**src/rtl/itp_pkg.sv**
```systemverilog
`default_nettype none
// ----------------------------------------------------------------------------
// itp_pkg
// Shared types, character codes and precedence helpers for the infix to
// postfix converter.
// ----------------------------------------------------------------------------
package itp_pkg;

   // transaction codes
   localparam logic REQ_CHAR = 1'b0;
   localparam logic REQ_END  = 1'b1;

   localparam logic STAT_OK       = 1'b0;
   localparam logic STAT_OVERFLOW = 1'b1;

   localparam logic [7:0] CH_PLUS   = 8'h2B;
   localparam logic [7:0] CH_MINUS  = 8'h2D;
   localparam logic [7:0] CH_STAR   = 8'h2A;
   localparam logic [7:0] CH_SLASH  = 8'h2F;
   localparam logic [7:0] CH_CARET  = 8'h5E;
   localparam logic [7:0] CH_DOLLAR = 8'h24;
   localparam logic [7:0] CH_LPAREN = 8'h28;
   localparam logic [7:0] CH_RPAREN = 8'h29;
   localparam logic [7:0] CH_NUL    = 8'h00;
   localparam logic [7:0] CH_0      = 8'h30;
   localparam logic [7:0] CH_9      = 8'h39;
   localparam logic [7:0] CH_UA     = 8'h41;
   localparam logic [7:0] CH_UZ     = 8'h5A;
   localparam logic [7:0] CH_LA     = 8'h61;
   localparam logic [7:0] CH_LZ     = 8'h7A;

   typedef enum logic [1:0] {
      ST_IDLE,
      ST_EVAL,
      ST_CLOSE
   } itp_state_type;

   typedef struct packed {
      logic       push;
      logic       pop;
      logic [7:0] wr_data;
   } stack_cmd_type;

   typedef struct packed {
      logic       empty;
      logic       full;
      logic [7:0] top;
   } stack_stat_type;

   function automatic logic [1:0] prec_of(input logic [7:0] c);
      logic [1:0] p;
      case (c)
         CH_PLUS, CH_MINUS:  p = 2'd1;
         CH_STAR, CH_SLASH:  p = 2'd2;
         CH_CARET, CH_DOLLAR: p = 2'd3;
         default:            p = 2'd0;
      endcase
      return p;
   endfunction

   function automatic logic is_alnum(input logic [7:0] c);
      return c inside {[CH_0:CH_9], [CH_UA:CH_UZ], [CH_LA:CH_LZ]};
   endfunction

endpackage
`default_nettype wire

```
**src/rtl/infix_to_postfix_converter_top.sv**
```systemverilog
`default_nettype none
// ----------------------------------------------------------------------------
// infix_to_postfix_converter_top
// Shunting-yard converter: one infix character per request transaction,
// postfix characters out, operator stack kept in a synchronous memory.
// ----------------------------------------------------------------------------
// Usage:
//   req_* carries one character (req_type = 0) or an end mark (req_type = 1).
//   rsp_* carries zero or more result transactions per request; the last one
//   of a request has rsp_last_of_run set. An end mark flushes the stack and
//   finishes with a terminator (rsp_expr_done = 1, rsp_char_out = 0). A push
//   onto a full stack gives one result with rsp_status = 1 and the character.
// Timing:
//   a letter or digit goes straight to the output register; its result is on rsp_* the next cycle.
//   Any other request enters ST_EVAL, which pops stack entries one at a time
//   and then pushes, discards or finishes; ST_CLOSE is added when entries
//   were popped and a terminator or overflow follows. The stack top is read
//   from the memory each cycle. One request is worked on at a time.
// Reset:
//   synchronous; empties the stack (count only, the memory is not cleared)
//   and drops any result not yet taken.
// Stall:
//   results wait in a one-deep hold register and the output register; the
//   block pauses while a result cannot move on, and resumes without loss.
// ----------------------------------------------------------------------------
module infix_to_postfix_converter_top
   import itp_pkg::*;
#(
   parameter int STACK_DEPTH = 32
) (
   input  wire logic       clock,
   input  wire logic       reset,
   input  wire logic       req_valid,
   output logic            req_ready,
   input  wire logic       req_type,
   input  wire logic [7:0] req_char_in,
   output logic            rsp_valid,
   input  wire logic       rsp_ready,
   output logic [7:0]      rsp_char_out,
   output logic            rsp_status,
   output logic            rsp_expr_done,
   output logic            rsp_last_of_run
);

   itp_state_type  state_ff, state_in;
   stack_cmd_type  stk_cmd;
   stack_stat_type stk_stat;

   logic       cur_end_ff;
   logic [7:0] cur_char_ff;

   logic       pend_valid_ff, pend_valid_in;
   logic [7:0] pend_char_ff;
   logic       pend_status_ff;
   logic       pend_done_ff;

   logic       rsp_valid_ff;
   logic [7:0] rsp_char_ff;
   logic       rsp_status_ff;
   logic       rsp_done_ff;
   logic       rsp_last_ff;

   logic       accept;
   logic       out_free;
   logic       is_lp, is_rp;
   logic       pop_cond, discard, do_push;
   logic       fin_res;
   logic [7:0] fin_char;
   logic       fin_status;
   logic       need_out, step_go;

   logic       out_load;
   logic [7:0] out_char;
   logic       out_status, out_done, out_last;
   logic       pend_load, pend_clear;
   logic [7:0] pend_char;
   logic       pend_status, pend_done;

   itp_stack #(
      .STACK_DEPTH (STACK_DEPTH)
   ) u_stack (
      .clock (clock),
      .reset (reset),
      .cmd   (stk_cmd),
      .stat  (stk_stat)
   );

   assign out_free = !rsp_valid_ff || rsp_ready;
   assign accept   = req_valid && req_ready;

   // decision for the current request against the stack top
   always_comb begin
      is_lp    = (cur_char_ff == CH_LPAREN);
      is_rp    = (cur_char_ff == CH_RPAREN);
      pop_cond = !stk_stat.empty &&
                 ((cur_end_ff == REQ_END) ||
                  (!is_lp && (is_rp ? (stk_stat.top != CH_LPAREN)
                                    : (prec_of(stk_stat.top) >= prec_of(cur_char_ff)))));
      discard  = (cur_end_ff == REQ_CHAR) && is_rp && !stk_stat.empty;
      do_push  = (cur_end_ff == REQ_CHAR) && !is_rp && !stk_stat.full;
      fin_res  = (cur_end_ff == REQ_END) || (!is_rp && stk_stat.full);
      fin_char   = (cur_end_ff == REQ_END) ? CH_NUL : cur_char_ff;
      fin_status = (cur_end_ff == REQ_END) ? STAT_OK : STAT_OVERFLOW;
      need_out = pend_valid_ff || (!pop_cond && fin_res);
      step_go  = !need_out || out_free;
   end

   // outputs
   always_comb begin
      req_ready   = 1'b0;
      out_load    = 1'b0;
      out_char    = pend_char_ff;
      out_status  = pend_status_ff;
      out_done    = pend_done_ff;
      out_last    = 1'b0;
      pend_load   = 1'b0;
      pend_clear  = 1'b0;
      pend_char   = stk_stat.top;
      pend_status = STAT_OK;
      pend_done   = 1'b0;
      stk_cmd.push    = 1'b0;
      stk_cmd.pop     = 1'b0;
      stk_cmd.wr_data = cur_char_ff;
      case (state_ff)
         ST_IDLE: begin
            req_ready = out_free;
            if (accept && (req_type == REQ_CHAR) && is_alnum(req_char_in)) begin
               out_load   = 1'b1;
               out_char   = req_char_in;
               out_status = STAT_OK;
               out_done   = 1'b0;
               out_last   = 1'b1;
            end
         end
         ST_EVAL: begin
            if (step_go) begin
               if (pop_cond) begin
                  // popped entry waits in the hold register until we know if it is last
                  out_load    = pend_valid_ff;
                  pend_load   = 1'b1;
                  stk_cmd.pop = 1'b1;
               end else if (fin_res) begin
                  if (pend_valid_ff) begin
                     out_load    = 1'b1;
                     pend_load   = 1'b1;
                     pend_char   = fin_char;
                     pend_status = fin_status;
                     pend_done   = (cur_end_ff == REQ_END);
                  end else begin
                     out_load   = 1'b1;
                     out_char   = fin_char;
                     out_status = fin_status;
                     out_done   = (cur_end_ff == REQ_END);
                     out_last   = 1'b1;
                  end
               end else begin
                  stk_cmd.push = do_push;
                  stk_cmd.pop  = discard;
                  out_load     = pend_valid_ff;
                  out_last     = 1'b1;
                  pend_clear   = 1'b1;
               end
            end
         end
         ST_CLOSE: begin
            if (out_free) begin
               out_load   = 1'b1;
               out_last   = 1'b1;
               pend_clear = 1'b1;
            end
         end
         default: begin
            req_ready = 1'b0;
         end
      endcase
   end

   // next state
   always_comb begin
      state_in = state_ff;
      case (state_ff)
         ST_IDLE: begin
            if (accept && !((req_type == REQ_CHAR) && is_alnum(req_char_in))) begin
               state_in = ST_EVAL;
            end
         end
         ST_EVAL: begin
            if (step_go && !pop_cond) begin
               state_in = (fin_res && pend_valid_ff) ? ST_CLOSE : ST_IDLE;
            end
         end
         ST_CLOSE: begin
            if (out_free) begin
               state_in = ST_IDLE;
            end
         end
         default: begin
            state_in = ST_IDLE;
         end
      endcase
   end

   assign pend_valid_in = pend_load ? 1'b1 : (pend_clear ? 1'b0 : pend_valid_ff);

   always_ff @(posedge clock) begin
      if (reset) begin
         state_ff      <= ST_IDLE;
         pend_valid_ff <= 1'b0;
         rsp_valid_ff  <= 1'b0;
      end else begin
         state_ff      <= state_in;
         pend_valid_ff <= pend_valid_in;
         if (out_load) begin
            rsp_valid_ff <= 1'b1;
         end else if (rsp_ready) begin
            rsp_valid_ff <= 1'b0;
         end
      end
   end

   always_ff @(posedge clock) begin
      if (accept) begin
         cur_end_ff  <= req_type;
         cur_char_ff <= req_char_in;
      end
      if (pend_load) begin
         pend_char_ff   <= pend_char;
         pend_status_ff <= pend_status;
         pend_done_ff   <= pend_done;
      end
      if (out_load) begin
         rsp_char_ff   <= out_char;
         rsp_status_ff <= out_status;
         rsp_done_ff   <= out_done;
         rsp_last_ff   <= out_last;
      end
   end

   assign rsp_valid       = rsp_valid_ff;
   assign rsp_char_out    = rsp_char_ff;
   assign rsp_status      = rsp_status_ff;
   assign rsp_expr_done   = rsp_done_ff;
   assign rsp_last_of_run = rsp_last_ff;

   a_idle_no_hold: assert property (@(posedge clock) disable iff (reset)
      (state_ff == ST_IDLE) |-> !pend_valid_ff)
      else $error("held result left over between transactions");

   a_term_is_last: assert property (@(posedge clock) disable iff (reset)
      (rsp_valid && rsp_expr_done) |-> rsp_last_of_run)
      else $error("terminator not marked last");

   a_ovf_is_last: assert property (@(posedge clock) disable iff (reset)
      (rsp_valid && (rsp_status == STAT_OVERFLOW)) |-> rsp_last_of_run)
      else $error("overflow result not marked last");

endmodule
`default_nettype wire

```
**src/rtl/itp_stack.sv**
```systemverilog
`default_nettype none
// ----------------------------------------------------------------------------
// itp_stack
// Operator stack: a one-port-write, one-port-read synchronous memory with a
// fill count. The top entry is read every cycle and held in a register, with
// the pushed byte forwarded when it lands on the entry being read.
// ----------------------------------------------------------------------------
module itp_stack
   import itp_pkg::*;
#(
   parameter int STACK_DEPTH = 32
) (
   input  wire logic           clock,
   input  wire logic           reset,
   input  wire stack_cmd_type  cmd,
   output stack_stat_type      stat
);

   localparam int AW = (STACK_DEPTH > 1) ? $clog2(STACK_DEPTH) : 1;
   localparam int CW = $clog2(STACK_DEPTH + 1);

   logic [7:0]    mem [STACK_DEPTH];
   logic [CW-1:0] count_ff;
   logic [CW-1:0] count_in;
   logic [AW-1:0] wr_addr;
   logic [AW-1:0] rd_addr;
   logic [7:0]    top_ff;

   assign count_in = count_ff + CW'(cmd.push) - CW'(cmd.pop);
   assign wr_addr  = count_ff[AW-1:0];
   // next top lives one below the next count
   assign rd_addr  = (count_in == '0) ? '0 : AW'(count_in - CW'(1));

   always_ff @(posedge clock) begin
      if (reset) begin
         count_ff <= '0;
      end else begin
         count_ff <= count_in;
      end
   end

   always_ff @(posedge clock) begin
      if (cmd.push) begin
         mem[wr_addr] <= cmd.wr_data;
      end
   end

   always_ff @(posedge clock) begin
      if (cmd.push && (rd_addr == wr_addr)) begin
         top_ff <= cmd.wr_data;
      end else begin
         top_ff <= mem[rd_addr];
      end
   end

   assign stat.empty = (count_ff == '0);
   assign stat.full  = (count_ff == CW'(STACK_DEPTH));
   assign stat.top   = top_ff;

   a_no_push_full: assert property (@(posedge clock) disable iff (reset)
      cmd.push |-> !stat.full)
      else $error("push onto full stack");

   a_no_pop_empty: assert property (@(posedge clock) disable iff (reset)
      cmd.pop |-> !stat.empty)
      else $error("pop from empty stack");

   a_push_is_top: assert property (@(posedge clock) disable iff (reset)
      cmd.push |=> (stat.top == $past(cmd.wr_data)) && !stat.empty)
      else $error("pushed byte not seen on top");

   a_single_op: assert property (@(posedge clock) disable iff (reset)
      !(cmd.push && cmd.pop))
      else $error("push and pop in one cycle");

endmodule
`default_nettype wire
```
**config.mk**
```make
export PLATFORM = sky130hd
export DESIGN_NAME = infix_to_postfix_converter_top
export DESIGN_NICKNAME = d
export VERILOG_FILES = /design/src/rtl/itp_pkg.sv /design/src/rtl/infix_to_postfix_converter_top.sv /design/src/rtl/itp_stack.sv
export SDC_FILE = /design/constraint.sdc
export NUM_CORES = 1
export LEC_CHECK = 0
export ABC_AREA = 1
export BUFFER_PORTS_ARGS = -buffer_cell sky130_fd_sc_hd__buf_2
export CAP_MARGIN = 20
export CORE_MARGIN = 2
export CORE_UTILIZATION = 35
export CTS_BUF_LIST = sky130_fd_sc_hd__clkbuf_4
export CTS_CLUSTER_SIZE = 12
export DETAILED_ROUTE_END_ITERATION = 8
export SLEW_MARGIN = 0
export SYNTH_ARGS = -nofsm -noshare
export SYNTH_HDL_FRONTEND = slang
export SYNTH_HIERARCHICAL = 1
export SYNTH_SLANG_ARGS = --single-unit
```
**constraint.sdc**
```tcl
create_clock -name clock -period 9.06 [get_ports clock]
set_input_delay 0.906 -clock clock [delete_from_list [all_inputs] [get_ports clock]]
set_output_delay 0.906 -clock clock [all_outputs]
set_load 0.01 [all_outputs]
```
==> impl_metrics.prom <==
# TYPE chip_impl_metric gauge
chip_impl_info{name="status",value="finished clean"} 1
chip_impl_metric{name="clock_pin_slew_reported_for_the_worst_setup_and_hold_paths_after_clock_tree_synthesis",unit="ns"} 0.06
chip_impl_metric{name="ir_worst_vdd",unit="uV"} 228
chip_impl_metric{name="critical_path.max_fanout",unit=""} 58
chip_impl_metric{name="port_buffers",unit=""} 25
chip_impl_info{name="layout.cells.most_common",value="sky130_fd_sc_hd__nand2_1"} 1
chip_impl_metric{name="worst_ep_required_time",unit="ns"} 9.61
chip_impl_info{name="critical-path-slowest-cell",value="sky130_fd_sc_hd__nor4_1"} 1
chip_impl_metric{name="max_cap_violations",unit=""} 0
chip_impl_metric{name="avgSynthCellArea",unit="sq um"} 10.4
chip_impl_info{name="synth_flop_cell",value="sky130_fd_sc_hd__edfxtp_1"} 1
chip_impl_metric{name="dr.pass1.iters",unit=""} 5
chip_impl_metric{name="ys_ff_latch",unit=""} 301
chip_impl_metric{name="grt_first_pass_wirelength",unit="um"} 51500
chip_impl_metric{name="route.detailed.drc",unit=""} 0
chip_impl_metric{name="final-max-slew-violation-count",unit=""} 0
chip_impl_metric{name="pin_count",unit=""} 26
chip_impl_metric{name="vias_per_cell",unit=""} 4.95
chip_impl_metric{name="internal_power",unit="mW"} 2.83
chip_impl_metric{name="layout_min_cycle_time",unit="ns"} 7.53
chip_impl_metric{name="finalNonFillerCells",unit=""} 1938
chip_impl_metric{name="rows",unit=""} 72
chip_impl_metric{name="swShare",unit=""} 0.407
chip_impl_metric{name="p_switching",unit="mW"} 1.94
chip_impl_metric{name="flow.area_growth_from_synthesis",unit="%"} 10.4
chip_impl_metric{name="cts_hold_buf",unit=""} 0
chip_impl_metric{name="placed_cells",unit=""} 1804
chip_impl_metric{name="overflow",unit=""} 0
chip_impl_metric{name="synth-seq-area-share",unit=""} 0.654
chip_impl_metric{name="cts-htree-levels",unit=""} 3
chip_impl_info{name="tritoncts",value="done"} 1
chip_impl_metric{name="count_of_flip_flops_with_a_built_in_enable_after_synthesis",unit=""} 286
chip_impl_metric{name="wl",unit="um"} 32500
chip_impl_metric{name="cts_post_setup_buffers_inserted",unit=""} 0
chip_impl_info{name="cpMostUsedCell",value="sky130_fd_sc_hd__nand2_1"} 1
chip_impl_metric{name="ys_warn_count",unit=""} 6
chip_impl_metric{name="cp_slowest_stage_delay",unit="ns"} 0.81
chip_impl_metric{name="die_span_x",unit="um"} 201
chip_impl_metric{name="detailedPlacementHpwl",unit="um"} 19900
chip_impl_metric{name="cp.arrival",unit="ns"} 8.07
chip_impl_metric{name="drt-wirelength-per-cell",unit="um"} 16.8
chip_impl_metric{name="max_slew_margin",unit=""} 0.294
chip_impl_metric{name="relative_contribution_of_combinational_cells_to_total_power",unit=""} 0.384
chip_impl_metric{name="maxClockFrequency",unit="MHz"} 133
chip_impl_info{name="worst-setup-path-type",value="flip-flop to flip-flop"} 1
chip_impl_metric{name="cts.repair.resized",unit=""} 0
chip_impl_metric{name="finalClockSkew",unit="ns"} 0.0535
chip_impl_metric{name="synth_cells",unit=""} 1302
chip_impl_info{name="endpoint_kind",value="flip-flop"} 1
chip_impl_metric{name="layout-drive-gt1-share",unit=""} 0.132
chip_impl_metric{name="synth.net_count",unit=""} 1335
chip_impl_metric{name="yosysUniqueCellTypes",unit=""} 39
chip_impl_metric{name="numClockSinks",unit=""} 301
chip_impl_metric{name="ys_async_sr_fraction",unit=""} 0
chip_impl_metric{name="die_area",unit="sq um"} 40400
chip_impl_metric{name="tightest_slew",unit="ns"} 1.05
chip_impl_metric{name="netlist_area",unit="sq um"} 13600
chip_impl_metric{name="globalRouteTotalUtil",unit=""} 0.162
chip_impl_info{name="critPathLaunchType",value="flip-flop"} 1
chip_impl_metric{name="cts_buffers",unit=""} 78
chip_impl_metric{name="report.final.hold_viol_count",unit=""} 0
chip_impl_metric{name="finalSetupViolCount",unit=""} 0
chip_impl_metric{name="powerDensity",unit="nW/um^2"} 318
chip_impl_metric{name="worst_skew_pair.late_latency",unit="ns"} 0.71
chip_impl_metric{name="antenna_found_initial",unit=""} 2
chip_impl_metric{name="postLayoutCoreUtil",unit=""} 0.390
chip_impl_metric{name="floorplan.initialDensity",unit=""} 0.353
chip_impl_metric{name="max-clock-path-buffers",unit=""} 3
chip_impl_metric{name="fin_tns_setup",unit="ns"} 0
chip_impl_metric{name="drt_first_iter_violations",unit=""} 937
chip_impl_metric{name="design.core.area",unit="sq um"} 38500
chip_impl_metric{name="leakage_dissipation",unit="nW"} 5.81
chip_impl_metric{name="die-height",unit="um"} 201
chip_impl_metric{name="seqPwrFrac",unit=""} 0.381
chip_impl_info{name="cts_root_buf",value="sky130_fd_sc_hd__clkbuf_4"} 1
chip_impl_metric{name="final_net_count",unit=""} 1399
chip_impl_metric{name="gp_congestion",unit=""} 0.891
chip_impl_metric{name="via_count",unit=""} 9599
chip_impl_info{name="most-common-layout-cells",value="sky130_fd_sc_hd__nand2_1, sky130_fd_sc_hd__edfxtp_1, sky130_fd_sc_hd__nand3_1"} 1
chip_impl_metric{name="first_global_vias",unit=""} 9457
chip_impl_info{name="setup_repair_after_global_routing_missed_its_margin",value="false"} 1
chip_impl_info{name="holdCritPathClass",value="input port to flip-flop"} 1
chip_impl_metric{name="pwr-share-clk",unit=""} 0.234
chip_impl_metric{name="grt_max_degree",unit=""} 73
chip_impl_metric{name="post-route-period-util",unit=""} 0.831
chip_impl_metric{name="detail-route-antenna-nets",unit=""} 0
power by group through the flow:
| stage | Sequential [mW] | Combinational [mW] | Clock [mW] |
|---|---|---|---|
| global route | 1.84 | 2.07 | 1.23 |
| finish | 1.82 | 1.84 | 1.12 |
| CTS | 1.82 | 1.84 | 1.15 |
| floorplan | 1.85 | 1.36 | 0 |
| global placement | 1.85 | 1.81 | 0 |
| detailed placement | 1.85 | 1.83 | 0 |
sequential cells by signal, summed over array words and instances (netlist names), named ones only:
register          cells
state_ff              2
u_stack/mem         256
cur_char_ff           8
rsp_last_of_run       1
pend_char_ff          8
rsp_char_out          8
rsp_status            1
cur_end_ff            1
u_stack/count_ff      6
pend_done_ff          1
rsp_valid             1
pend_valid_ff         1
rsp_expr_done         1
pend_status_ff        1
Yosys cell counts, types with 4 or more instances:
master                       n  area (sq um)
sky130_fd_sc_hd__nand2_1   467          1750
sky130_fd_sc_hd__edfxtp_1  286          8590
sky130_fd_sc_hd__nand3_1   212          1060
sky130_fd_sc_hd__nor2_1     77           289
sky130_fd_sc_hd__inv_1      64           240
sky130_fd_sc_hd__o21ai_0    27           135
sky130_fd_sc_hd__buf_6      24           270
sky130_fd_sc_hd__buf_2      20           100
sky130_fd_sc_hd__ha_1       19           238
sky130_fd_sc_hd__a21oi_1    18          90.1
sky130_fd_sc_hd__dfxtp_1    15           300
sky130_fd_sc_hd__nand4_1     8          50.1
sky130_fd_sc_hd__o211ai_1    7          52.6
sky130_fd_sc_hd__inv_2       6          22.5
sky130_fd_sc_hd__buf_4       5          37.5
sky130_fd_sc_hd__nor2_2      5          31.3
sky130_fd_sc_hd__clkbuf_1    4          15.0
sky130_fd_sc_hd__o21ai_1     4          20.0
worst max-delay path: cells and delay by family (launching register included):
family / cells / cell delay [ns]
compound gates: 2 / 0.26
fa+ha+maj: 4 / 1.39
buf+inv: 7 / 1.74
flops: 1 / 0.77
simple gates: 26 / 3.14
routing by layer:
metal	track usage	part of all wire	up-vias
li1	-	-	4633
met2	0.259	0.47	288
met5	0	0	-
met1	0.220	0.45	4624
met3	0.0318	0.060	54
met4	0.0577	0.021	0
metrics by stage:
stage / power, mW / cell area (sq um) / setup slack [ns] / hold slack (ns)
after floorplan: 3.21 / 13600 / 4.14 / 0.457
after global placement: 3.66 / 14000 / 1.76 / 0.475
after detailed placement: 3.68 / 14000 / 1.56 / 0.483
after CTS: 4.82 / 15000 / 1.55 / 0.393
after global routing: 5.13 / 15000 / 0.734 / 0.408
final: 4.78 / 15000 / 1.53 / 0.437
layout make-up:
cell class | instances | area (sq um)
timing repair buffer | 40 | 238
fill | 3845 | 23500
sequential | 301 | 8890
inverter | 71 | 270
multi-input combinational | 874 | 4000
antenna | 2 | 5.00
clock inverter | 18 | 93.8
tap | 518 | 648
clock buffer | 114 | 856
final timing paths:
path                         startpoint                         end  cells past startpoint  slack [ns]
min                      req_char_in[7]    cur_char_ff[7]$_DFFE_PP_                      1        0.44
min reg2reg  pend_valid_ff$_SDFFE_PP0P_  pend_valid_ff$_SDFFE_PP0P_                      2        0.49
max                           flip-flop                   flip-flop                     39        1.53
max reg2reg                   flip-flop                   flip-flop                     39        1.53
cells by family after synthesis:
family,share of synthesized area
DFF,0.654
and+or+nand+nor,0.247
xor gates and xnor gates,0.000645
buffers and inverters,0.0518
adders and majority gates,0.0190
AOI/OAI and AO/OA,0.0273
Power figures use the tool's default switching activity.
